[src/rtl/byte_budget_lru_cache_table_unit_defines.svh]
// ----------------------------------------------------------------------------
// Assertion macros for the byte budget LRU cache table unit
// Shared property forms, clocked and reset-qualified.
// ----------------------------------------------------------------------------
`ifndef BYTE_BUDGET_LRU_CACHE_TABLE_UNIT_DEFINES_SVH
`define BYTE_BUDGET_LRU_CACHE_TABLE_UNIT_DEFINES_SVH

// same-cycle implication
`define BBC_ASSERT_NOW(label, clk, rst_n, ante, cons, msg) \
    label: assert property (@(posedge clk) disable iff (!rst_n) (ante) |-> (cons)) \
        else $error(msg);

// next-cycle implication
`define BBC_ASSERT_NEXT(label, clk, rst_n, ante, cons, msg) \
    label: assert property (@(posedge clk) disable iff (!rst_n) (ante) |=> (cons)) \
        else $error(msg);

`endif

[src/rtl/bbc_pkg.sv]
// ----------------------------------------------------------------------------
// bbc_pkg
// Types, codes and constants shared by the cache table unit.
// ----------------------------------------------------------------------------
`default_nettype none
package bbc_pkg;

    localparam int DEF_ENTRIES = 16;
    localparam int KEY_W       = 32;
    localparam int SIZE_W      = 32;
    localparam int TOTAL_W     = 36;
    localparam int FUNC_W      = 3;
    localparam int STAT_W      = 4;
    localparam int BUDGET_W    = 16;
    localparam int MIB_SHIFT   = 20;

    localparam logic [FUNC_W-1:0] FN_GET   = 3'd0;
    localparam logic [FUNC_W-1:0] FN_QUERY = 3'd1;
    localparam logic [FUNC_W-1:0] FN_PUT   = 3'd2;
    localparam logic [FUNC_W-1:0] FN_CLEAR = 3'd3;
    localparam logic [FUNC_W-1:0] FN_TRIM  = 3'd4;

    localparam logic [STAT_W-1:0] ST_EVICTED = 4'd0;
    localparam logic [STAT_W-1:0] ST_HIT     = 4'd1;
    localparam logic [STAT_W-1:0] ST_MISS    = 4'd2;
    localparam logic [STAT_W-1:0] ST_STORED  = 4'd3;
    localparam logic [STAT_W-1:0] ST_PRESENT = 4'd4;
    localparam logic [STAT_W-1:0] ST_IGNORED = 4'd5;
    localparam logic [STAT_W-1:0] ST_FULL    = 4'd6;
    localparam logic [STAT_W-1:0] ST_CLEARED = 4'd7;
    localparam logic [STAT_W-1:0] ST_TRIMMED = 4'd8;

    localparam logic [BUDGET_W-1:0] RESET_BUDGET_MB = 16'd512;
    localparam logic [TOTAL_W-1:0]  DEFAULT_BUDGET  = 36'h0_2000_0000;
    localparam logic [TOTAL_W-1:0]  TOTAL_MAX       = {TOTAL_W{1'b1}};

    typedef logic [1:0] emit_kind_t;
    localparam emit_kind_t EK_ADDR  = 2'd0;
    localparam emit_kind_t EK_HIT   = 2'd1;
    localparam emit_kind_t EK_EVICT = 2'd2;
    localparam emit_kind_t EK_ZERO  = 2'd3;

    typedef struct packed {
        logic              capture;
        logic              scan_init;
        logic              scan_en;
        logic              touch;
        logic              evict;
        logic              store;
        logic              clear;
        logic              emit;
        logic              last;
        logic [STAT_W-1:0] stat;
        emit_kind_t        kind;
    } cmd_t;

    typedef struct packed {
        logic              out_full;
        logic              scan_last;
        logic              match_found;
        logic              match_pinned;
        logic              free_found;
        logic              lru_found;
        logic              over;
        logic              size_zero;
        logic              pin;
        logic [FUNC_W-1:0] func;
    } sts_t;

endpackage
`default_nettype wire

[src/rtl/bbc_dp.sv]
// ----------------------------------------------------------------------------
// bbc_dp
// Entry table, scan trackers, byte total, budget and output register.
// ----------------------------------------------------------------------------
`default_nettype none
module bbc_dp
    import bbc_pkg::*;
#(
    parameter int ENTRIES = DEF_ENTRIES
)
(
    input  wire logic                clk,
    input  wire logic                rst_n,
    input  wire cmd_t                cmd,
    output sts_t                     sts,
    input  wire logic                cfg_wr_en,
    input  wire logic [BUDGET_W-1:0] cfg_wr_data,
    input  wire logic [FUNC_W-1:0]   in_func,
    input  wire logic [KEY_W-1:0]    in_key,
    input  wire logic [SIZE_W-1:0]   in_size_bytes,
    input  wire logic                in_pinned,
    output logic                     out_valid,
    input  wire logic                out_ready,
    output logic [STAT_W-1:0]        out_status,
    output logic [KEY_W-1:0]         out_key,
    output logic [SIZE_W-1:0]        out_size,
    output logic [TOTAL_W-1:0]       out_total,
    output logic                     out_last
);

    localparam int IDX_W = $clog2(ENTRIES);

    // entry table
    logic [ENTRIES-1:0] valid_reg;
    logic [ENTRIES-1:0] pinned_reg;
    logic [KEY_W-1:0]   key_mem  [ENTRIES];
    logic [SIZE_W-1:0]  size_mem [ENTRIES];
    logic [IDX_W-1:0]   rank_reg [ENTRIES];

    // request
    logic [FUNC_W-1:0] func_reg;
    logic [KEY_W-1:0]  key_reg;
    logic [SIZE_W-1:0] size_reg;
    logic              pin_reg;

    // scan trackers
    logic [IDX_W-1:0]  idx_reg;
    logic              match_found_reg;
    logic [IDX_W-1:0]  match_idx_reg;
    logic [SIZE_W-1:0] match_size_reg;
    logic [IDX_W-1:0]  match_rank_reg;
    logic              match_pinned_reg;
    logic              free_found_reg;
    logic [IDX_W-1:0]  free_idx_reg;
    logic              lru_found_reg;
    logic [IDX_W-1:0]  lru_idx_reg;
    logic [IDX_W-1:0]  lru_rank_reg;
    logic [KEY_W-1:0]  lru_key_reg;
    logic [SIZE_W-1:0] lru_size_reg;

    logic [TOTAL_W-1:0]  total_reg;
    logic [TOTAL_W-1:0]  total_next;
    logic [BUDGET_W-1:0] budget_reg;
    logic                out_valid_reg;

    logic               cur_valid;
    logic               cur_pinned;
    logic [KEY_W-1:0]   cur_key;
    logic [SIZE_W-1:0]  cur_size;
    logic [IDX_W-1:0]   cur_rank;
    logic [TOTAL_W-1:0] budget_bytes;
    logic [SIZE_W-1:0]  need;
    logic [TOTAL_W:0]   need_sum;
    logic [TOTAL_W:0]   put_sum;

    assign cur_valid  = valid_reg[idx_reg];
    assign cur_pinned = pinned_reg[idx_reg];
    assign cur_key    = key_mem[idx_reg];
    assign cur_size   = size_mem[idx_reg];
    assign cur_rank   = rank_reg[idx_reg];

    assign budget_bytes = (budget_reg == '0) ? DEFAULT_BUDGET
                                             : {budget_reg, {MIB_SHIFT{1'b0}}};
    assign need     = (func_reg == FN_TRIM) ? '0 : size_reg;
    assign need_sum = {1'b0, total_reg} + (TOTAL_W+1)'(need);
    assign put_sum  = {1'b0, total_reg} + (TOTAL_W+1)'(size_reg);

    always_comb
    begin
        total_next = total_reg;
        if (cmd.clear)
            total_next = '0;
        else if (cmd.evict)
            total_next = (total_reg >= TOTAL_W'(lru_size_reg))
                       ? total_reg - TOTAL_W'(lru_size_reg) : '0;
        else if (cmd.store)
            total_next = put_sum[TOTAL_W] ? TOTAL_MAX : put_sum[TOTAL_W-1:0];
    end

    always_comb
    begin
        sts              = '0;
        sts.out_full     = out_valid_reg;
        sts.scan_last    = (idx_reg == IDX_W'(ENTRIES-1));
        sts.match_found  = match_found_reg;
        sts.match_pinned = match_pinned_reg;
        sts.free_found   = free_found_reg;
        sts.lru_found    = lru_found_reg;
        sts.over         = need_sum > {1'b0, budget_bytes};
        sts.size_zero    = (size_reg == '0);
        sts.pin          = pin_reg;
        sts.func         = func_reg;
    end

    // request capture, table and result payload; no reset needed
    always_ff @(posedge clk)
    begin
        if (cmd.capture)
        begin
            func_reg <= in_func;
            key_reg  <= in_key;
            size_reg <= in_size_bytes;
            pin_reg  <= in_pinned;
        end
        for (int i = 0; i < ENTRIES; i++)
        begin
            if (cmd.touch && valid_reg[i] && !pinned_reg[i] &&
                rank_reg[i] < match_rank_reg)
                rank_reg[i] <= rank_reg[i] + 1'b1;
            if (cmd.store && !pin_reg && valid_reg[i] && !pinned_reg[i])
                rank_reg[i] <= rank_reg[i] + 1'b1;
        end
        if (cmd.touch)
            rank_reg[match_idx_reg] <= '0;
        if (cmd.store)
        begin
            key_mem[free_idx_reg]    <= key_reg;
            size_mem[free_idx_reg]   <= size_reg;
            pinned_reg[free_idx_reg] <= pin_reg;
            rank_reg[free_idx_reg]   <= '0;
        end
        // scan payload trackers
        if (cmd.scan_en)
        begin
            idx_reg <= idx_reg + 1'b1;
            if (cur_valid && cur_key == key_reg && !match_found_reg)
            begin
                match_idx_reg    <= idx_reg;
                match_size_reg   <= cur_size;
                match_rank_reg   <= cur_rank;
                match_pinned_reg <= cur_pinned;
            end
            if (!cur_valid && !free_found_reg)
                free_idx_reg <= idx_reg;
            if (cur_valid && !cur_pinned && (!lru_found_reg || cur_rank > lru_rank_reg))
            begin
                lru_idx_reg  <= idx_reg;
                lru_rank_reg <= cur_rank;
                lru_key_reg  <= cur_key;
                lru_size_reg <= cur_size;
            end
        end
        if (cmd.scan_init)
            idx_reg <= '0;
        if (cmd.emit)
        begin
            out_status <= cmd.stat;
            out_total  <= total_next;
            out_last   <= cmd.last;
            case (cmd.kind)
                EK_ADDR:
                begin
                    out_key  <= key_reg;
                    out_size <= '0;
                end
                EK_HIT:
                begin
                    out_key  <= key_reg;
                    out_size <= match_size_reg;
                end
                EK_EVICT:
                begin
                    out_key  <= lru_key_reg;
                    out_size <= lru_size_reg;
                end
                default:
                begin
                    out_key  <= '0;
                    out_size <= '0;
                end
            endcase
        end
    end

    // control state
    always_ff @(posedge clk or negedge rst_n)
    begin
        if (!rst_n)
        begin
            valid_reg       <= '0;
            total_reg       <= '0;
            budget_reg      <= RESET_BUDGET_MB;
            out_valid_reg   <= 1'b0;
            match_found_reg <= 1'b0;
            free_found_reg  <= 1'b0;
            lru_found_reg   <= 1'b0;
        end
        else
        begin
            if (cfg_wr_en)
                budget_reg <= cfg_wr_data;
            total_reg <= total_next;
            if (cmd.clear)
                valid_reg <= '0;
            else if (cmd.evict)
                valid_reg[lru_idx_reg] <= 1'b0;
            else if (cmd.store)
                valid_reg[free_idx_reg] <= 1'b1;
            if (cmd.emit)
                out_valid_reg <= 1'b1;
            else if (out_ready)
                out_valid_reg <= 1'b0;
            if (cmd.scan_init)
            begin
                match_found_reg <= 1'b0;
                free_found_reg  <= 1'b0;
                lru_found_reg   <= 1'b0;
            end
            else if (cmd.scan_en)
            begin
                if (cur_valid && cur_key == key_reg)
                    match_found_reg <= 1'b1;
                if (!cur_valid)
                    free_found_reg <= 1'b1;
                if (cur_valid && !cur_pinned)
                    lru_found_reg <= 1'b1;
            end
        end
    end

    assign out_valid = out_valid_reg;

endmodule
`default_nettype wire

[config.mk]
export PLATFORM = sky130hd
export DESIGN_NAME = bbc_dp
export DESIGN_NICKNAME = d
export VERILOG_FILES = /design/src/rtl/byte_budget_lru_cache_table_unit_defines.svh /design/src/rtl/bbc_pkg.sv /design/src/rtl/bbc_dp.sv
export SDC_FILE = /design/constraint.sdc
export NUM_CORES = 2
export LEC_CHECK = 0
export CAP_MARGIN = 20
export CORE_MARGIN = 10
export CORE_UTILIZATION = 30
export CTS_CLUSTER_SIZE = 24
export DETAILED_ROUTE_END_ITERATION = 6
export DONT_BUFFER_PORTS = 1
export SETUP_SLACK_MARGIN = 0.1
export SLEW_MARGIN = 5
export SYNTH_ARGS = -nofsm -noshare
export SYNTH_HDL_FRONTEND = slang
export SYNTH_SLANG_ARGS = --single-unit
[constraint.sdc]
create_clock -name clk -period 7.4 [get_ports clk]
set_clock_uncertainty 0.05 [all_clocks]
set_input_delay 0.37 -clock clk [delete_from_list [all_inputs] [get_ports clk]]
set_output_delay 0.37 -clock clk [all_outputs]
set_load 0.05 [all_outputs]
==> qor.log <==
qor: yosys.synth.yosys.seq_area_share 67.6%
qor: critical_path.reg2reg_depth 9
qor: clock_tree.clock_path_buffers 3
qor: routing.route.final.wire_length 183000 um
qor: yosys.synthXorXnorAreaFrac 2.06%
qor: global_route.via_count_of_the_first_global_routing_pass 36600
qor: critical_path.crit_path_max_incr_delay 0.53 ns
qor: floorplanning.die_x 482 um
qor: routing.remaining_drc_errors 0
qor: pwr.pwr_density_cell 271 nW/um2
qor: pwr.power.clock.fraction 36.7%
qor: floorplanning.fp.dieH 482 um
qor: timing.layout_setup_ws 0.239 ns
qor: timing.fmax 0.140 GHz
qor: yosys.yosysWarningCount 0
qor: finish.fin_util 34.8%
qor: timing.report.final.hold_viol_count 0
qor: pwr.leakage 24.5 nW
qor: pwr.pwr-share-comb 13.9%
qor: critical_path.timing.critical_path.required 6.98 ns
qor: routing.drt.antenna.violating_nets 0
qor: yosys.synth_area_leader_cell edfxtp_1
qor: yosys.synth_seq_cells 1474
qor: global_route.grt_pass1_wl 263000 um
qor: pwr.p_int 14.6 mW
qor: critical_path.critical_path.most_common_cell nand4_1
qor: status.run_status complete, no violations
qor: finish.layout.cells.non_filler 6990
qor: yosys.yosys.cell_types.count 85
qor: routing.number_of_iterations_in_the_first_detailed_routing_pass 6
qor: pwr.power.share.sequential 49.5%
qor: worst_hold_path.min_delay_worst_endpoint total_reg[26]$_DFF_PN0_
qor: yosys.synthesis.area 63900 um2
qor: finish.fraction_of_final_layout_cells_with_drive_strength_greater_than_1 17.7%
qor: worst_hold_path.hp-class primary input to flop
qor: yosys.top_flip_flop_cell_by_instance_count_after_synthesis edfxtp_1
qor: critical_path.crit_arrival 6.74 ns
qor: global_route.antenna_found_initial 37
qor: timing.worst-slew-pin-transition 1.17 ns
qor: global_route.global_route.usage.total 15.3%
qor: global_route.grt_start_max_net_pins 131
qor: clock_tree.cts.root.buffer_cell clkbuf_16
qor: timing.max-slew-margin-rel 22.0%
qor: yosys.net_count_synth 4122
qor: critical_path.critPathBufInv 4
qor: routing.drt_first_iter_violations 4196
qor: placement.number_of_placed_instances_taps_included 6582
qor: timing.timing.final.crit_share 96.8%
qor: floorplanning.design.core.area 212000 um2
qor: yosys.synthSimpleGateAreaFrac 5.45%
qor: critical_path.setup.worst_path.end_class output port
qor: critical_path.worst_path_max_delay_cell or4_4
qor: yosys.post_synth_inst_count 3831
qor: pwr.netSwitchingPower 5.39 mW
qor: clock_tree.clk_latency 0.80 ns
qor: yosys.muxShareOfSynthArea 13.0%
qor: clock_tree.clk_transition_reported_paths 0.06 ns
qor: yosys.asyncSetResetFlopFracSynth 4.88%
qor: finish.post_synthesis_to_final_layout_area_growth 15.5%
qor: clock_tree.cts_num_sinks 1474
qor: placement.dp_hpwl 111000 um
qor: critical_path.register_to_register_path_setup_slack 1.82 ns
qor: yosys.synth_top_area_share 62.5%
qor: critical_path.path_delay_family simple AND/OR/NAND/NOR gates
qor: clock_tree.tritoncts_clock_tree done
qor: timing.setup_viol_count_final 0
qor: global_route.grt_overflow 0
qor: finish.mostFrequentLayoutCell edfxtp_1
qor: floorplanning.pin_count 221
qor: timing.final_period_minus_worst_setup_slack 7.16 ns
qor: routing.post_drt_wl_per_cell 26.2 um
qor: pwr.worst_case_vdd_ir_drop 255 uV
qor: finish.nets 4321
qor: placement.globalplace.congestion 0.915
qor: timing.maxSlewViolCount 0
qor: clock_tree.cts_inserted_buffers 143
qor: worst_hold_path.hold_sp cmd[9]
qor: placement.pre_cts_ws 0.137 ns
qor: floorplanning.die_area 232000 um2
qor: critical_path.worstSetupPathType flop to output port
qor: critical_path.critPathMaxFanout 14
qor: routing.avgViaCountPerCell 5.28
qor: flow_run.cap_viol_max_count 0
qor: routing.route.vias.total 36900
qor: yosys.synth.top_cells.by_area edfxtp_1 62%, mux4_2 12%, ha_1 3.6%, dfrtp_1 2.8%, dfxtp_1 2.3%
qor: yosys.synth_top_family_by_area multiplexers
qor: floorplanning.floorplan.rows 169
qor: pwr.netSwitchingFraction 26.9%
qor: yosys.post_synth_fa_ha_maj_area_fraction 3.72%
qor: placement.placement.io_buffers 0
qor: critical_path.r2r_end match_size_reg[12]$_DFFE_PP_
qor: yosys.number_of_flops_mapped_to_enable_cells_by_yosys 1330
qor: floorplanning.floorplan.initialDensity 30.1%
qor: worst_hold_path.timing.hold.worst_path_depth 4
qor: yosys.post_synth.cell_area_avg 16.7 um2
qor: clock_tree.h-tree-depth 4
qor: yosys.synth-compound-area-share 6.36%
qor: timing.grt_setup_unrepaired yes
qor: pwr.total_power 20.0 mW
qor: critical_path.worst_setup_path_start_kind flop
qor: finish.layout_common_cells 1330 x edfxtp_1, 336 x mux4_2, 218 x nor2_1, 181 x ha_1, 171 x a21oi_1
## power groups by stage
stage | Clock [mW] | Sequential, mW | Combinational [mW]
finish | 7.33 | 9.89 | 2.77
global placement | 0 | 10.1 | 2.53
CTS | 7.47 | 9.89 | 2.73
global route | 7.81 | 9.92 | 2.99
floorplan | 0 | 9.94 | 1.85
detailed placement | 0 | 10.1 | 2.55
## synth_stat cells, types with 8 or more instances
library cell     n
nor4_1          27
a31oi_1         34
o31ai_1         12
mux4_2         336
nor2_1         235
nor3_1          35
buf_1           10
o211ai_1        15
xnor2_1         87
o21ai_0        115
buf_2           45
edfxtp_1      1330
inv_1          122
a2111oi_0       14
a21o_1          49
mux2i_1         59
a211oi_1        43
xor2_1          63
a22oi_1         66
buf_4           10
nand2b_1        38
and3_1          15
nand2_1        111
a21oi_1        173
nor3b_1         20
o21bai_1        15
o21a_1           8
clkbuf_1        99
dfxtp_1         72
nor2b_1        102
mux2_2          12
nand4_1         40
o22ai_1         17
ha_1           185
nand3_1         24
dfrtp_1         71
## metal layers
layer	global-route usage [%]	share of wire, %
met1	21.8	44
met2	24.2	46
met3	2.78	8.0
met4	3.96	2.2
met5	0	0.026
## worst register-to-register path: stages (launching register included)
cell       delay (ns)
dfxtp_4          0.76
buf_12           0.43
mux4_2           0.66
mux4_2           0.51
xnor2_1          0.26
nand4_1          0.19
nor4_1           0.81
o2111ai_1        0.61
nor2_4           0.21
buf_4            0.60
## kinds of logic after synthesis
kind of cell	after synthesis
adders and majority gates	188
and+or+nand+nor	693
AOI/OAI and AO/OA	630
xor gates and xnor gates	150
muxes	407
DFF	1474
buffers and inverters	289
## stage by stage
stage / instance area [um2] / hold slack (ns) / TNS, ns
3_3_place_gp: 67700 / 0.0271 / 0
5_1_grt: 73800 / 0.0675 / -0.111
6_report: 73800 / 0.0567 / 0
4_1_cts: 73700 / 0.0135 / 0
3_5_place_dp: 67700 / 0.0271 / 0
2_1_floorplan: 63900 / 0.0244 / 0
## worst max-delay path by stage
stage                                     start     end  slack, ns  cells past startpoint
after floorplan           func_reg[2]$_DFFE_PP_  sts[5]       0.47                     23
after global placement    func_reg[1]$_DFFE_PP_  sts[5]       0.22                     25
after detailed placement  func_reg[1]$_DFFE_PP_  sts[5]       0.14                     25
after CTS                 func_reg[0]$_DFFE_PP_  sts[5]       0.08                     25
after global routing      func_reg[1]$_DFFE_PP_  sts[5]      -0.11                     25
final                     func_reg[1]$_DFFE_PP_  sts[5]       0.24                     26
## final cells by class
class,count,area (um2)
diodes,20,50.0
multi-input cells,2068,19800
clock buffers,176,3790
inverters,123,464
repair buffers,220,2120
fillers,19900,138000
well taps,2821,3530
flip-flops and latches,1474,43200
clock inverters,88,855
## what timing repair did
item | 4_1_cts | 5_1_grt
endpoints found under the setup margin | 1 | 1
gates resized for setup | 24 | 4
buffers inserted | 9 | 4
hold buffers | 109 | 0
endpoints found under the hold margin | 483 | 0
pin swaps | 19 | 13
cloned | 1 | 0
Power figures use the tool's default switching activity.
