File: src/rtl/byte_budget_lru_cache_table_unit_defines.svh
// ----------------------------------------------------------------------------
// Assertion macros for the byte budget LRU cache table unit
// Shared property forms, clocked and reset-qualified.
// ----------------------------------------------------------------------------
`ifndef BYTE_BUDGET_LRU_CACHE_TABLE_UNIT_DEFINES_SVH
`define BYTE_BUDGET_LRU_CACHE_TABLE_UNIT_DEFINES_SVH

// same-cycle implication
`define BBC_ASSERT_NOW(label, clk, rst_n, ante, cons, msg) \
    label: assert property (@(posedge clk) disable iff (!rst_n) (ante) |-> (cons)) \
        else $error(msg);

// next-cycle implication
`define BBC_ASSERT_NEXT(label, clk, rst_n, ante, cons, msg) \
    label: assert property (@(posedge clk) disable iff (!rst_n) (ante) |=> (cons)) \
        else $error(msg);

`endif

File: src/rtl/bbc_pkg.sv
// ----------------------------------------------------------------------------
// bbc_pkg
// Types, codes and constants shared by the cache table unit.
// ----------------------------------------------------------------------------
`default_nettype none
package bbc_pkg;

    localparam int DEF_ENTRIES = 16;
    localparam int KEY_W       = 32;
    localparam int SIZE_W      = 32;
    localparam int TOTAL_W     = 36;
    localparam int FUNC_W      = 3;
    localparam int STAT_W      = 4;
    localparam int BUDGET_W    = 16;
    localparam int MIB_SHIFT   = 20;

    localparam logic [FUNC_W-1:0] FN_GET   = 3'd0;
    localparam logic [FUNC_W-1:0] FN_QUERY = 3'd1;
    localparam logic [FUNC_W-1:0] FN_PUT   = 3'd2;
    localparam logic [FUNC_W-1:0] FN_CLEAR = 3'd3;
    localparam logic [FUNC_W-1:0] FN_TRIM  = 3'd4;

    localparam logic [STAT_W-1:0] ST_EVICTED = 4'd0;
    localparam logic [STAT_W-1:0] ST_HIT     = 4'd1;
    localparam logic [STAT_W-1:0] ST_MISS    = 4'd2;
    localparam logic [STAT_W-1:0] ST_STORED  = 4'd3;
    localparam logic [STAT_W-1:0] ST_PRESENT = 4'd4;
    localparam logic [STAT_W-1:0] ST_IGNORED = 4'd5;
    localparam logic [STAT_W-1:0] ST_FULL    = 4'd6;
    localparam logic [STAT_W-1:0] ST_CLEARED = 4'd7;
    localparam logic [STAT_W-1:0] ST_TRIMMED = 4'd8;

    localparam logic [BUDGET_W-1:0] RESET_BUDGET_MB = 16'd512;
    localparam logic [TOTAL_W-1:0]  DEFAULT_BUDGET  = 36'h0_2000_0000;
    localparam logic [TOTAL_W-1:0]  TOTAL_MAX       = {TOTAL_W{1'b1}};

    typedef logic [1:0] emit_kind_t;
    localparam emit_kind_t EK_ADDR  = 2'd0;
    localparam emit_kind_t EK_HIT   = 2'd1;
    localparam emit_kind_t EK_EVICT = 2'd2;
    localparam emit_kind_t EK_ZERO  = 2'd3;

    typedef struct packed {
        logic              capture;
        logic              scan_init;
        logic              scan_en;
        logic              touch;
        logic              evict;
        logic              store;
        logic              clear;
        logic              emit;
        logic              last;
        logic [STAT_W-1:0] stat;
        emit_kind_t        kind;
    } cmd_t;

    typedef struct packed {
        logic              out_full;
        logic              scan_last;
        logic              match_found;
        logic              match_pinned;
        logic              free_found;
        logic              lru_found;
        logic              over;
        logic              size_zero;
        logic              pin;
        logic [FUNC_W-1:0] func;
    } sts_t;

endpackage
`default_nettype wire

File: src/rtl/bbc_ctrl.sv
// ----------------------------------------------------------------------------
// bbc_ctrl
// Sequencer: dispatches requests, runs table scans, decides evictions.
// ----------------------------------------------------------------------------
`default_nettype none
`include "byte_budget_lru_cache_table_unit_defines.svh"
module bbc_ctrl
    import bbc_pkg::*;
(
    input  wire logic clk,
    input  wire logic rst_n,
    input  wire logic in_valid,
    output logic      in_ready,
    input  wire sts_t sts,
    output cmd_t      cmd
);

    localparam logic [1:0] S_IDLE   = 2'd0;
    localparam logic [1:0] S_START  = 2'd1;
    localparam logic [1:0] S_SCAN   = 2'd2;
    localparam logic [1:0] S_DECIDE = 2'd3;

    logic [1:0] state_reg;
    logic [1:0] state_next;

    assign in_ready = (state_reg == S_IDLE);

    always_comb
    begin
        cmd        = '0;
        state_next = state_reg;
        case (state_reg)
            S_IDLE:
            begin
                if (in_valid)
                begin
                    cmd.capture = 1'b1;
                    state_next  = S_START;
                end
            end
            S_START:
            begin
                if (sts.func == FN_CLEAR)
                begin
                    if (!sts.out_full)
                    begin
                        cmd.clear  = 1'b1;
                        cmd.emit   = 1'b1;
                        cmd.last   = 1'b1;
                        cmd.stat   = ST_CLEARED;
                        cmd.kind   = EK_ZERO;
                        state_next = S_IDLE;
                    end
                end
                else if (!(sts.func inside {FN_GET, FN_QUERY, FN_PUT, FN_TRIM}) ||
                         (sts.func == FN_PUT && sts.size_zero))
                begin
                    if (!sts.out_full)
                    begin
                        cmd.emit   = 1'b1;
                        cmd.last   = 1'b1;
                        cmd.stat   = ST_IGNORED;
                        cmd.kind   = EK_ADDR;
                        state_next = S_IDLE;
                    end
                end
                else
                begin
                    cmd.scan_init = 1'b1;
                    state_next    = S_SCAN;
                end
            end
            S_SCAN:
            begin
                cmd.scan_en = 1'b1;
                if (sts.scan_last)
                    state_next = S_DECIDE;
            end
            S_DECIDE:
            begin
                if (!sts.out_full)
                begin
                    cmd.emit = 1'b1;
                    cmd.last = 1'b1;
                    cmd.kind = EK_ADDR;
                    state_next = S_IDLE;
                    case (sts.func)
                        FN_GET, FN_QUERY:
                        begin
                            if (sts.match_found)
                            begin
                                cmd.stat  = ST_HIT;
                                cmd.kind  = EK_HIT;
                                cmd.touch = (sts.func == FN_GET) && !sts.match_pinned;
                            end
                            else
                                cmd.stat = ST_MISS;
                        end
                        FN_PUT:
                        begin
                            if (sts.match_found)
                                cmd.stat = ST_PRESENT;
                            else if (sts.lru_found &&
                                     ((!sts.pin && sts.over) || !sts.free_found))
                            begin
                                // evict one, then rescan for the next victim
                                cmd.evict     = 1'b1;
                                cmd.last      = 1'b0;
                                cmd.stat      = ST_EVICTED;
                                cmd.kind      = EK_EVICT;
                                cmd.scan_init = 1'b1;
                                state_next    = S_SCAN;
                            end
                            else if (sts.free_found)
                            begin
                                cmd.store = 1'b1;
                                cmd.stat  = ST_STORED;
                            end
                            else
                                cmd.stat = ST_FULL;
                        end
                        default:
                        begin
                            if (sts.over && sts.lru_found)
                            begin
                                cmd.evict     = 1'b1;
                                cmd.last      = 1'b0;
                                cmd.stat      = ST_EVICTED;
                                cmd.kind      = EK_EVICT;
                                cmd.scan_init = 1'b1;
                                state_next    = S_SCAN;
                            end
                            else
                            begin
                                cmd.stat = ST_TRIMMED;
                                cmd.kind = EK_ZERO;
                            end
                        end
                    endcase
                end
            end
            default:
            begin
                state_next = S_IDLE;
            end
        endcase
    end

    always_ff @(posedge clk or negedge rst_n)
    begin
        if (!rst_n)
            state_reg <= S_IDLE;
        else
            state_reg <= state_next;
    end

    `BBC_ASSERT_NOW(a_emit_slot_free, clk, rst_n, cmd.emit, !sts.out_full,
        "result emitted while output register still occupied")
    `BBC_ASSERT_NOW(a_store_has_slot, clk, rst_n, cmd.store, sts.free_found,
        "store without a free slot")
    `BBC_ASSERT_NOW(a_evict_has_victim, clk, rst_n, cmd.evict, sts.lru_found,
        "eviction without an unpinned victim")
    `BBC_ASSERT_NEXT(a_last_to_idle, clk, rst_n, cmd.emit && cmd.last,
        state_reg == S_IDLE, "final result did not return to idle")

endmodule
`default_nettype wire

File: config.mk
export PLATFORM = sky130hd
export DESIGN_NAME = bbc_ctrl
export DESIGN_NICKNAME = d
export VERILOG_FILES = /design/src/rtl/bbc_pkg.sv /design/src/rtl/bbc_ctrl.sv
export VERILOG_INCLUDE_DIRS = /design/src /design/src/rtl
export SDC_FILE = /design/constraint.sdc
export NUM_CORES = 1
export LEC_CHECK = 0
export ABC_CLOCK_PERIOD_IN_PS = 2500
export BUFFER_PORTS_ARGS = -buffer_cell sky130_fd_sc_hd__buf_4
export CORE_AREA = 10 10 47 49
export CTS_CLUSTER_DIAMETER = 30
export DETAILED_ROUTE_END_ITERATION = 6
export DIE_AREA = 0 0 57 59
export PLACE_DENSITY = 0.58
export SKIP_CTS_REPAIR_TIMING = 1
export SYNTH_ARGS = -nofsm -noshare
export SYNTH_HDL_FRONTEND = slang
export SYNTH_SLANG_ARGS = --single-unit
File: constraint.sdc
create_clock -name clk -period 2.5 [get_ports clk]
set_clock_uncertainty 0.15 [all_clocks]
set_input_delay 0.375 -clock clk [delete_from_list [all_inputs] [get_ports clk]]
set_output_delay 0.375 -clock clk [all_outputs]
set_load 0.02 [all_outputs]
==> results.md, run 1 <==
- Number of library cell types mapped by synthesis: 24
- Final-report max-slew violation count: 0
- Half-perimeter wire length after detailed placement: 1160 um
- Static power due to leakage: 0.000350 uW
- Area of the die: around 0.0034 mm^2
- Layout Area Growth over Synthesis: 79.3%
- CTS tree: yes
- Count of H-tree levels built during CTS: 1
- Standard cell area after detailed placement: 596 um^2
- CTS root buffer: sky130_fd_sc_hd__clkbuf_4
- Diodes inserted: 0
- Horizontal die dimension: 57 um
- Transition time of the tightest slew-check pin: 376 ps
- Startpoint types: flop
- Count of yosys warnings during synthesis: 0
- Detailed router's first-iteration violation count: 8
- Number of nets still failing antenna checks after routing: 0
- Min Tclk post-route: 2100 ps
- Clock network latency to the later pin of the worst-skew pair: approximately 220 ps
- Routability Congestion: about 0.73
- Core region area: 0.00140 mm^2
- Final cycle utilization of the critical path: 0.842
- Wire length of the first global-routing pass: 2320 um
- Worst hold path class: in -> reg
- Routed wire per std cell: roughly 13 um
- Post-synthesis net count: 74
- Worst reg2reg startpoint: state_reg[0]$_DFFE_PN0P_
- Layout net count: 110
- Per-cell via count in the routed design: 4.79
- Flop and latch count out of synthesis: 2
- Worst vdd ir: about 370 uV
- Max-slew headroom at the worst pin: 0.743
- Aggregate global-route resource usage: 0.0819
- Setup repair after global routing missed its margin: false
- Deepest clock path buffer count: 2
- Sequential fraction of the synthesis area: 0.143
- Port Buf Inserts: 30
- Fillcell total: 174
- Gate Count Post-Synth: between 50 and 60
- Total detailed-routing wirelength: about 1400 um
- Setup slack of the worst register-to-register path: 1110 ps
- Startpoint of the worst setup timing path: state_reg[0]$_DFFE_PN0P_
- Clock-pin slew of the registers on the worst-case setup and hold paths: 30 ps
- Worst Path Arrival: ~1600 ps
- Total vias in the final route: 522
- Number of iterations in the first detailed-routing pass: 3
- Maximum number of pins on one net before global-route repair: 9
- Hold Violations, Final: 0
- Required time of the worst setup path: 1980 ps
- Critical path class: reg -> out
- FF-to-FF End: state_reg[1]$_DFFE_PN0P_
- Number of cells on the worst reg-to-reg path: 4
- Flip-flop count of the largest register, all copies and words added: 2
- Via count of the first global-routing pass: 543
- Cell area power density: 716 mW/mm^2
- Number of placement rows: 14
- Share of cells above drive strength 1: 0.355
- Max Cap Violations: 0
- Number of antenna violations at the first check in global routing: 0
- Initial core utilization: 0.250
- Final Setup Violations: 0
- Die outline height: 59 um
- Number of CTS-inserted buffers: 3
- Status: finished, final reports clean
- Critical Path Sink Type: output pin
- Max Freq: 475 MHz
- Crit path capture: cmd[13]
- Largest fanout on the critical path: 6
- Summed instance area of the synthesized netlist: 350 um^2
- Boundary Pins: 31
- Average cell area after synthesis: around 5.9 um^2
- Aggregate global routing overflow: 0
- Number of clock sinks seen by CTS: 2
- Total non-filler cell area in the finished layout: 628 um^2
- Setup TNS: 0 ps
- DRC viols: 0
[area by class of cell]
| class | count | area, um^2 | area share |
|---|---|---|---|
| multi-input cells | 52 | 282 | 0.448 |
| repair buffers | 31 | 235 | 0.375 |
| flip-flops and latches | 2 | 50.0 | 0.0797 |
| clock buffers | 3 | 22.5 | 0.0359 |
| well taps | 16 | 20.0 | 0.0319 |
| inverters | 5 | 18.8 | 0.0299 |
[cells in the final DEF (no fill, tap or decap)]
master | netlist | routed
sky130_fd_sc_hd__a2111oi_0 | 1 | 1
sky130_fd_sc_hd__a21o_1 | 1 | 1
sky130_fd_sc_hd__a21oi_1 | 3 | 3
sky130_fd_sc_hd__a22o_1 | 1 | 1
sky130_fd_sc_hd__a2bb2oi_1 | 1 | 1
sky130_fd_sc_hd__and2_1 | 2 | 2
sky130_fd_sc_hd__and2b_1 | 1 | 1
sky130_fd_sc_hd__and3_1 | 1 | 1
sky130_fd_sc_hd__buf_4 | 0 | 30
sky130_fd_sc_hd__clkbuf_4 | 0 | 3
sky130_fd_sc_hd__dfrtp_1 | 2 | 2
sky130_fd_sc_hd__dlygate4sd3_1 | 0 | 1
sky130_fd_sc_hd__inv_1 | 5 | 5
sky130_fd_sc_hd__nand2_1 | 7 | 7
sky130_fd_sc_hd__nand2b_1 | 2 | 2
sky130_fd_sc_hd__nand3_1 | 3 | 3
sky130_fd_sc_hd__nand3b_1 | 1 | 1
sky130_fd_sc_hd__nand4_1 | 1 | 1
sky130_fd_sc_hd__nor2_1 | 10 | 10
sky130_fd_sc_hd__nor2b_1 | 3 | 3
sky130_fd_sc_hd__nor3_1 | 3 | 3
sky130_fd_sc_hd__nor3b_1 | 1 | 1
sky130_fd_sc_hd__o2111a_1 | 1 | 1
sky130_fd_sc_hd__o21a_1 | 1 | 1
sky130_fd_sc_hd__o21ai_0 | 2 | 2
sky130_fd_sc_hd__o21ai_1 | 5 | 5
sky130_fd_sc_hd__or2_1 | 1 | 1
[per-layer routing]
metal	GRT usage	vias up	wire [um]
met1	0.0836	226	562
met3	0.0279	2	101
met5	0	-	0
li1	-	276	-
met4	0.0403	0	17
met2	0.146	18	682
[metrics by stage]
stage	total power, uW	setup slack (ps)	cells	utilization	hold slack, ps
after floorplan	245	646	59	-	-70.6
after global placement	385	510	105	0.425	7.64
after detailed placement	383	493	105	0.425	8.98
after CTS	459	377	108	0.441	-230
after global routing	497	279	109	0.448	298
final	449	395	109	0.448	278
[cells by family after synthesis]
logic type | count (synthesis) | synth area share
buffers and inverters | 5 | 0.0536
flip-flops | 2 | 0.143
AND/OR/NAND/NOR | 36 | 0.511
AO/OA/AOI/OAI | 16 | 0.293
[cells in the mapped netlist]
master	number	area (um^2)
sky130_fd_sc_hd__o21ai_0	2	10.0
sky130_fd_sc_hd__a21o_1	1	7.51
sky130_fd_sc_hd__dfrtp_1	2	50.1
sky130_fd_sc_hd__o2111a_1	1	11.3
sky130_fd_sc_hd__o21a_1	1	7.51
sky130_fd_sc_hd__nand3b_1	1	7.51
sky130_fd_sc_hd__a21oi_1	3	15.0
sky130_fd_sc_hd__a2111oi_0	1	8.76
sky130_fd_sc_hd__o21ai_1	5	25.0
sky130_fd_sc_hd__inv_1	5	18.8
sky130_fd_sc_hd__nor3_1	3	15.0
sky130_fd_sc_hd__and2_1	2	12.5
sky130_fd_sc_hd__a22o_1	1	8.76
sky130_fd_sc_hd__a2bb2oi_1	1	8.76
sky130_fd_sc_hd__nand2b_1	2	12.5
sky130_fd_sc_hd__and3_1	1	6.26
sky130_fd_sc_hd__nand2_1	7	26.3
sky130_fd_sc_hd__and2b_1	1	7.51
sky130_fd_sc_hd__nand3_1	3	15.0
sky130_fd_sc_hd__nor3b_1	1	7.51
sky130_fd_sc_hd__nor2b_1	3	18.8
sky130_fd_sc_hd__nor2_1	10	37.5
sky130_fd_sc_hd__nand4_1	1	6.26
sky130_fd_sc_hd__or2_1	1	6.26
[worst min path at each step]
| stage | cells after the start | endpoint | startpoint | slack, ps |
|---|---|---|---|---|
| CTS | 1 | state_reg[1]$_DFFE_PN0P_ | rst_n | -230 |
| global route | 3 | state_reg[0]$_DFFE_PN0P_ | sts[10] | 300 |
| global placement | 1 | state_reg[1]$_DFFE_PN0P_ | rst_n | 8 |
| finish | 3 | state_reg[0]$_DFFE_PN0P_ | sts[10] | 280 |
| detailed placement | 1 | state_reg[0]$_DFFE_PN0P_ | rst_n | 9 |
| floorplan | 0 | state_reg[0]$_DFFE_PN0P_ | rst_n | -70 |
[worst max-delay path: stages (launching register included)]
cell and delay, ps:
sky130_fd_sc_hd__dfrtp_1 410, sky130_fd_sc_hd__and2b_1 230, sky130_fd_sc_hd__and2_1 220, sky130_fd_sc_hd__o21a_1 120
sky130_fd_sc_hd__or2_1 220, sky130_fd_sc_hd__buf_4 150
[report_power, final]
group | total (uW) | switching, uW | leakage (uW) | internal, uW
combinational | 301 | 170 | 0.000313 | 131
sequential | 76.4 | 27.2 | 0.0000226 | 49.2
clock | 71.6 | 18.6 | 0.0000138 | 53.0
total | 449 | 216 | 0.000350 | 233
(Power assumes the default switching activity.)
==> inputs of run 2 (changes only) <==
Settings changed: ABC_AREA set to 1, ABC_CLOCK_PERIOD_IN_PS 2500 to 2200, PLACE_DENSITY 0.58 to 0.62.
Clock period 2.5 ns to 2.2 ns, I/O delays scaled along.
==> run 2 against run 1 <==
Against the previous run:
- register-to-register slack worse by 80 ps
- sequential share of layout area is 0.59 points lower
- first-iteration DRC count is 25% lower
- flip-flop and latch count stayed put
- power is 20% higher
- largest power group unchanged
==> results.md, run 2 <==
- Fraction of post-synthesis cell area in the top cell type by area: 0.253 (+0.110)
- Core region area: 0.00140 mm^2 (unchanged)
- Flip-flop count of the largest register, all copies and words added: 2 (unchanged)
- Worst-case hold slack: 277 ps (-1.19 ps)
- Most frequent standard cell in the layout excluding fill and tap cells: sky130_fd_sc_hd__buf_4
- DRC viols: 0 (unchanged)
- Summed instance area of the synthesized netlist: 400 um^2 (+14%)
- Layout net count: 128 (+16%)
- Cell area power density: 793 mW/mm^2 (+11%)
- Dominant cell by count in the synthesized netlist: sky130_fd_sc_hd__nand2_1
- Number of iterations in the first detailed-routing pass: 4 (+1)
- Transition time of the tightest slew-check pin: 222 ps (-155 ps)
- Worst Path Arrival: 1360 ps (-220 ps)
- Synth cell count leaders: 27 x sky130_fd_sc_hd__nand2_1, 10 x sky130_fd_sc_hd__inv_1, 9 x sky130_fd_sc_hd__nor2_1, 6 x sky130_fd_sc_hd__nand3_1, 5 x sky130_fd_sc_hd__nand2_2
- Max-slew headroom at the worst pin: 0.851 (+0.108)
- Count of yosys warnings during synthesis: 0 (unchanged)
- CTS root buffer: sky130_fd_sc_hd__clkbuf_4
- Number of CTS-inserted buffers: 3 (unchanged)
- Worst vdd ir: 268 uV (-28%)
- Share of cells above drive strength 1: 0.414 (+0.0596)
- Layout Area Growth over Synthesis: 69.4%
- Cell count after placement: 123 (+17%)
- Number of enable-type register cells in the synthesized netlist: 0 (unchanged)
- Boundary Pins: 31 (unchanged)
- Port Buf Inserts: 30 (unchanged)
- Share of flip-flops with an asynchronous set or reset after synthesis: 1.00 (unchanged)
- Required time of the worst setup path: 1720 ps (-260 ps)
- Number of clock sinks seen by CTS: 2 (unchanged)
- Setup TNS: 0 ps (unchanged)
- Final Setup Violations: 0 (unchanged)
- CTS tree: yes
- Number of antenna violations at the first check in global routing: 0 (unchanged)
- Critical-path top delay cell: sky130_fd_sc_hd__dfrtp_1
- Deepest clock path buffer count: 2 (unchanged)
- Critical path's largest stage delay: 440 ps (+30 ps)
- Number of cells in the finished layout apart from fillers: 127 (+17%)
- Routability Congestion: 0.805 (+10%)
- Area of the die: 0.00336 mm^2 (unchanged)
- Total detailed-routing wirelength: 1430 um (+4.9%)
- Flop and latch count out of synthesis: 2 (unchanged)
- Most frequent cells in the layout: 30 x sky130_fd_sc_hd__buf_4, 27 x sky130_fd_sc_hd__nand2_1, 10 x sky130_fd_sc_hd__inv_1, 9 x sky130_fd_sc_hd__nor2_1, 6 x sky130_fd_sc_hd__nand3_1
- Buffer and inverter count on the worst path: 2 (+1)
- Per-cell via count in the routed design: 4.58 (-4.3%)
- Aggregate global-route resource usage: 0.0841 (+0.00220)
- Half-perimeter wire length after detailed placement: 1250 um (+7.7%)
- Horizontal die dimension: 57 um (unchanged)
- Min Tclk post-route: 1840 ps
- Wire length of the first global-routing pass: 2350 um (+1.2%)
- Number of library cell types mapped by synthesis: 19 (-21%)
- Gate Count Post-Synth: 77 (+31%)
- Kind of cell adding the most delay to the critical path: flip-flops
- Aggregate global routing overflow: 0 (unchanged)
- Routed wire per std cell: 11.3 um (-10%)
- Detailed router's first-iteration violation count: 6 (-2)
- Initial core utilization: 0.286 (+0.0357)
- Max Cap Violations: 0 (unchanged)
- Setup slack after layout: 364 ps (-30.7 ps)
- Setup slack of the worst register-to-register path: 1030 ps (-80 ps)
- Final-report max-slew violation count: 0 (unchanged)
- Count of H-tree levels built during CTS: 1 (unchanged)
- Setup repair after global routing missed its margin: false
- Worst reg2reg startpoint: state_reg[0]$_DFFE_PN0P_
- Post-synthesis cell type with the largest combined area: sky130_fd_sc_hd__nand2_1
- Worst hold path class: in -> async
- Maximum number of pins on one net before global-route repair: 8 (-1)
- Clock-pin slew of the registers on the worst-case setup and hold paths: 30 ps (about the same)
- Final cycle utilization of the critical path: 0.834
- Total vias in the final route: 582 (+11%)
- Number of nets still failing antenna checks after routing: 0 (unchanged)
- Die outline height: 59 um (unchanged)
- Via count of the first global-routing pass: 608 (+12%)
- Number of cells on the worst reg-to-reg path: 4 (unchanged)
- Dominant register cell in the synthesized netlist: sky130_fd_sc_hd__dfrtp_1
- Startpoint types: flop
- Max Freq: 545 MHz
- Critical Path Sink Type: output pin
- Static power due to leakage: 0.000424 uW (+21%)
- Average cell area after synthesis: 5.20 um^2 (-12%)
- Status: finished, final reports clean
- FF-to-FF End: state_reg[1]$_DFFE_PN0P_
- Clock network latency to the later pin of the worst-skew pair: 220 ps (about the same)
- Sequential fraction of the synthesis area: 0.125 (-0.0179)
- Crit-path cells: inv_2, nand2_2, nor2_2, nand2_1, o31ai_1, buf_4
- Pre-CTS WS: 490 ps (-2.78 ps)
- Largest fanout on the critical path: 6 (unchanged)
- Critical path class: reg -> out
- Hold Violations, Final: 0 (unchanged)
- Post-synthesis net count: 92 (+24%)
- Diodes inserted: 0 (unchanged)
- Top area cells in the synthesized netlist: sky130_fd_sc_hd__nand2_1 25%, sky130_fd_sc_hd__dfrtp_1 13%, sky130_fd_sc_hd__inv_1 9.4%, sky130_fd_sc_hd__nor2_1 8.4%, sky130_fd_sc_hd__nand2_2 7.8%
- Number of placement rows: 14 (unchanged)
==> run 2: cell types whose count changed after synthesis, moves of 3 or more <==
cell,delta
sky130_fd_sc_hd__inv_1,+5
sky130_fd_sc_hd__inv_2,+3
sky130_fd_sc_hd__nand2_1,+20
sky130_fd_sc_hd__nand2_2,+5
sky130_fd_sc_hd__nand3_1,+3
sky130_fd_sc_hd__nor2b_1,-3
sky130_fd_sc_hd__o21ai_1,-4
==> run 2: cell families after synthesis <==
kind of cell    Yosys count  share of synthesized area
simple gates             54                      0.616
buf+inv                  13                      0.122
compound gates            8                      0.137
flops                     2                      0.125
==> run 2: how the worst max path moves through the flow <==
stage,startpoint,to,slack [ps],cells past startpoint
after floorplan,state_reg[0]$_DFFE_PN0P_,cmd[11],440,2
after CTS,state_reg[1]$_DFFE_PN0P_,cmd[13],350,5
after detailed placement,sts[0],cmd[13],490,9
after global placement,sts[0],cmd[13],500,9
after global routing,state_reg[0]$_DFFE_PN0P_,cmd[11],220,3
final,state_reg[1]$_DFFE_PN0P_,cmd[4],360,6
==> run 2: through the flow <==
| step | util | power, uW | cell area, um^2 |
|---|---|---|---|
| after floorplan | - | 307 | 400 |
| after global placement | 0.461 | 461 | 646 |
| after detailed placement | 0.461 | 464 | 646 |
| after CTS | 0.477 | 548 | 668 |
| after global routing | 0.484 | 588 | 678 |
| final | 0.484 | 538 | 678 |
==> run 2: area by class of cell <==
class	instances	area (um^2)
tap	16	20.0
sequential	2	50.0
timing repair buffer	31	235
clock buffer	3	22.5
inverter	13	48.8
fill	147	723
multi-input combinational	62	302
==> run 2: routing by layer <==
layer  share of wire  up-vias  wire length (um)  GRT usage
li1                -      310                 -          -
met1            0.42      249               601     0.0825
met2            0.47       23               674      0.144
met3            0.11        0               155     0.0429
met4               0        0                 0     0.0403
met5               0        -                 0          0
==> run 2: power breakdown <==
group / leakage (uW) / switching [uW] / total (uW) / internal [uW]
Sequential: 0.0000241 / 36.9 / 92.8 / 55.9
Combinational: 0.000386 / 212 / 365 / 154
Clock: 0.0000138 / 19.4 / 79.4 / 60.0
Total: 0.000424 / 268 / 538 / 270
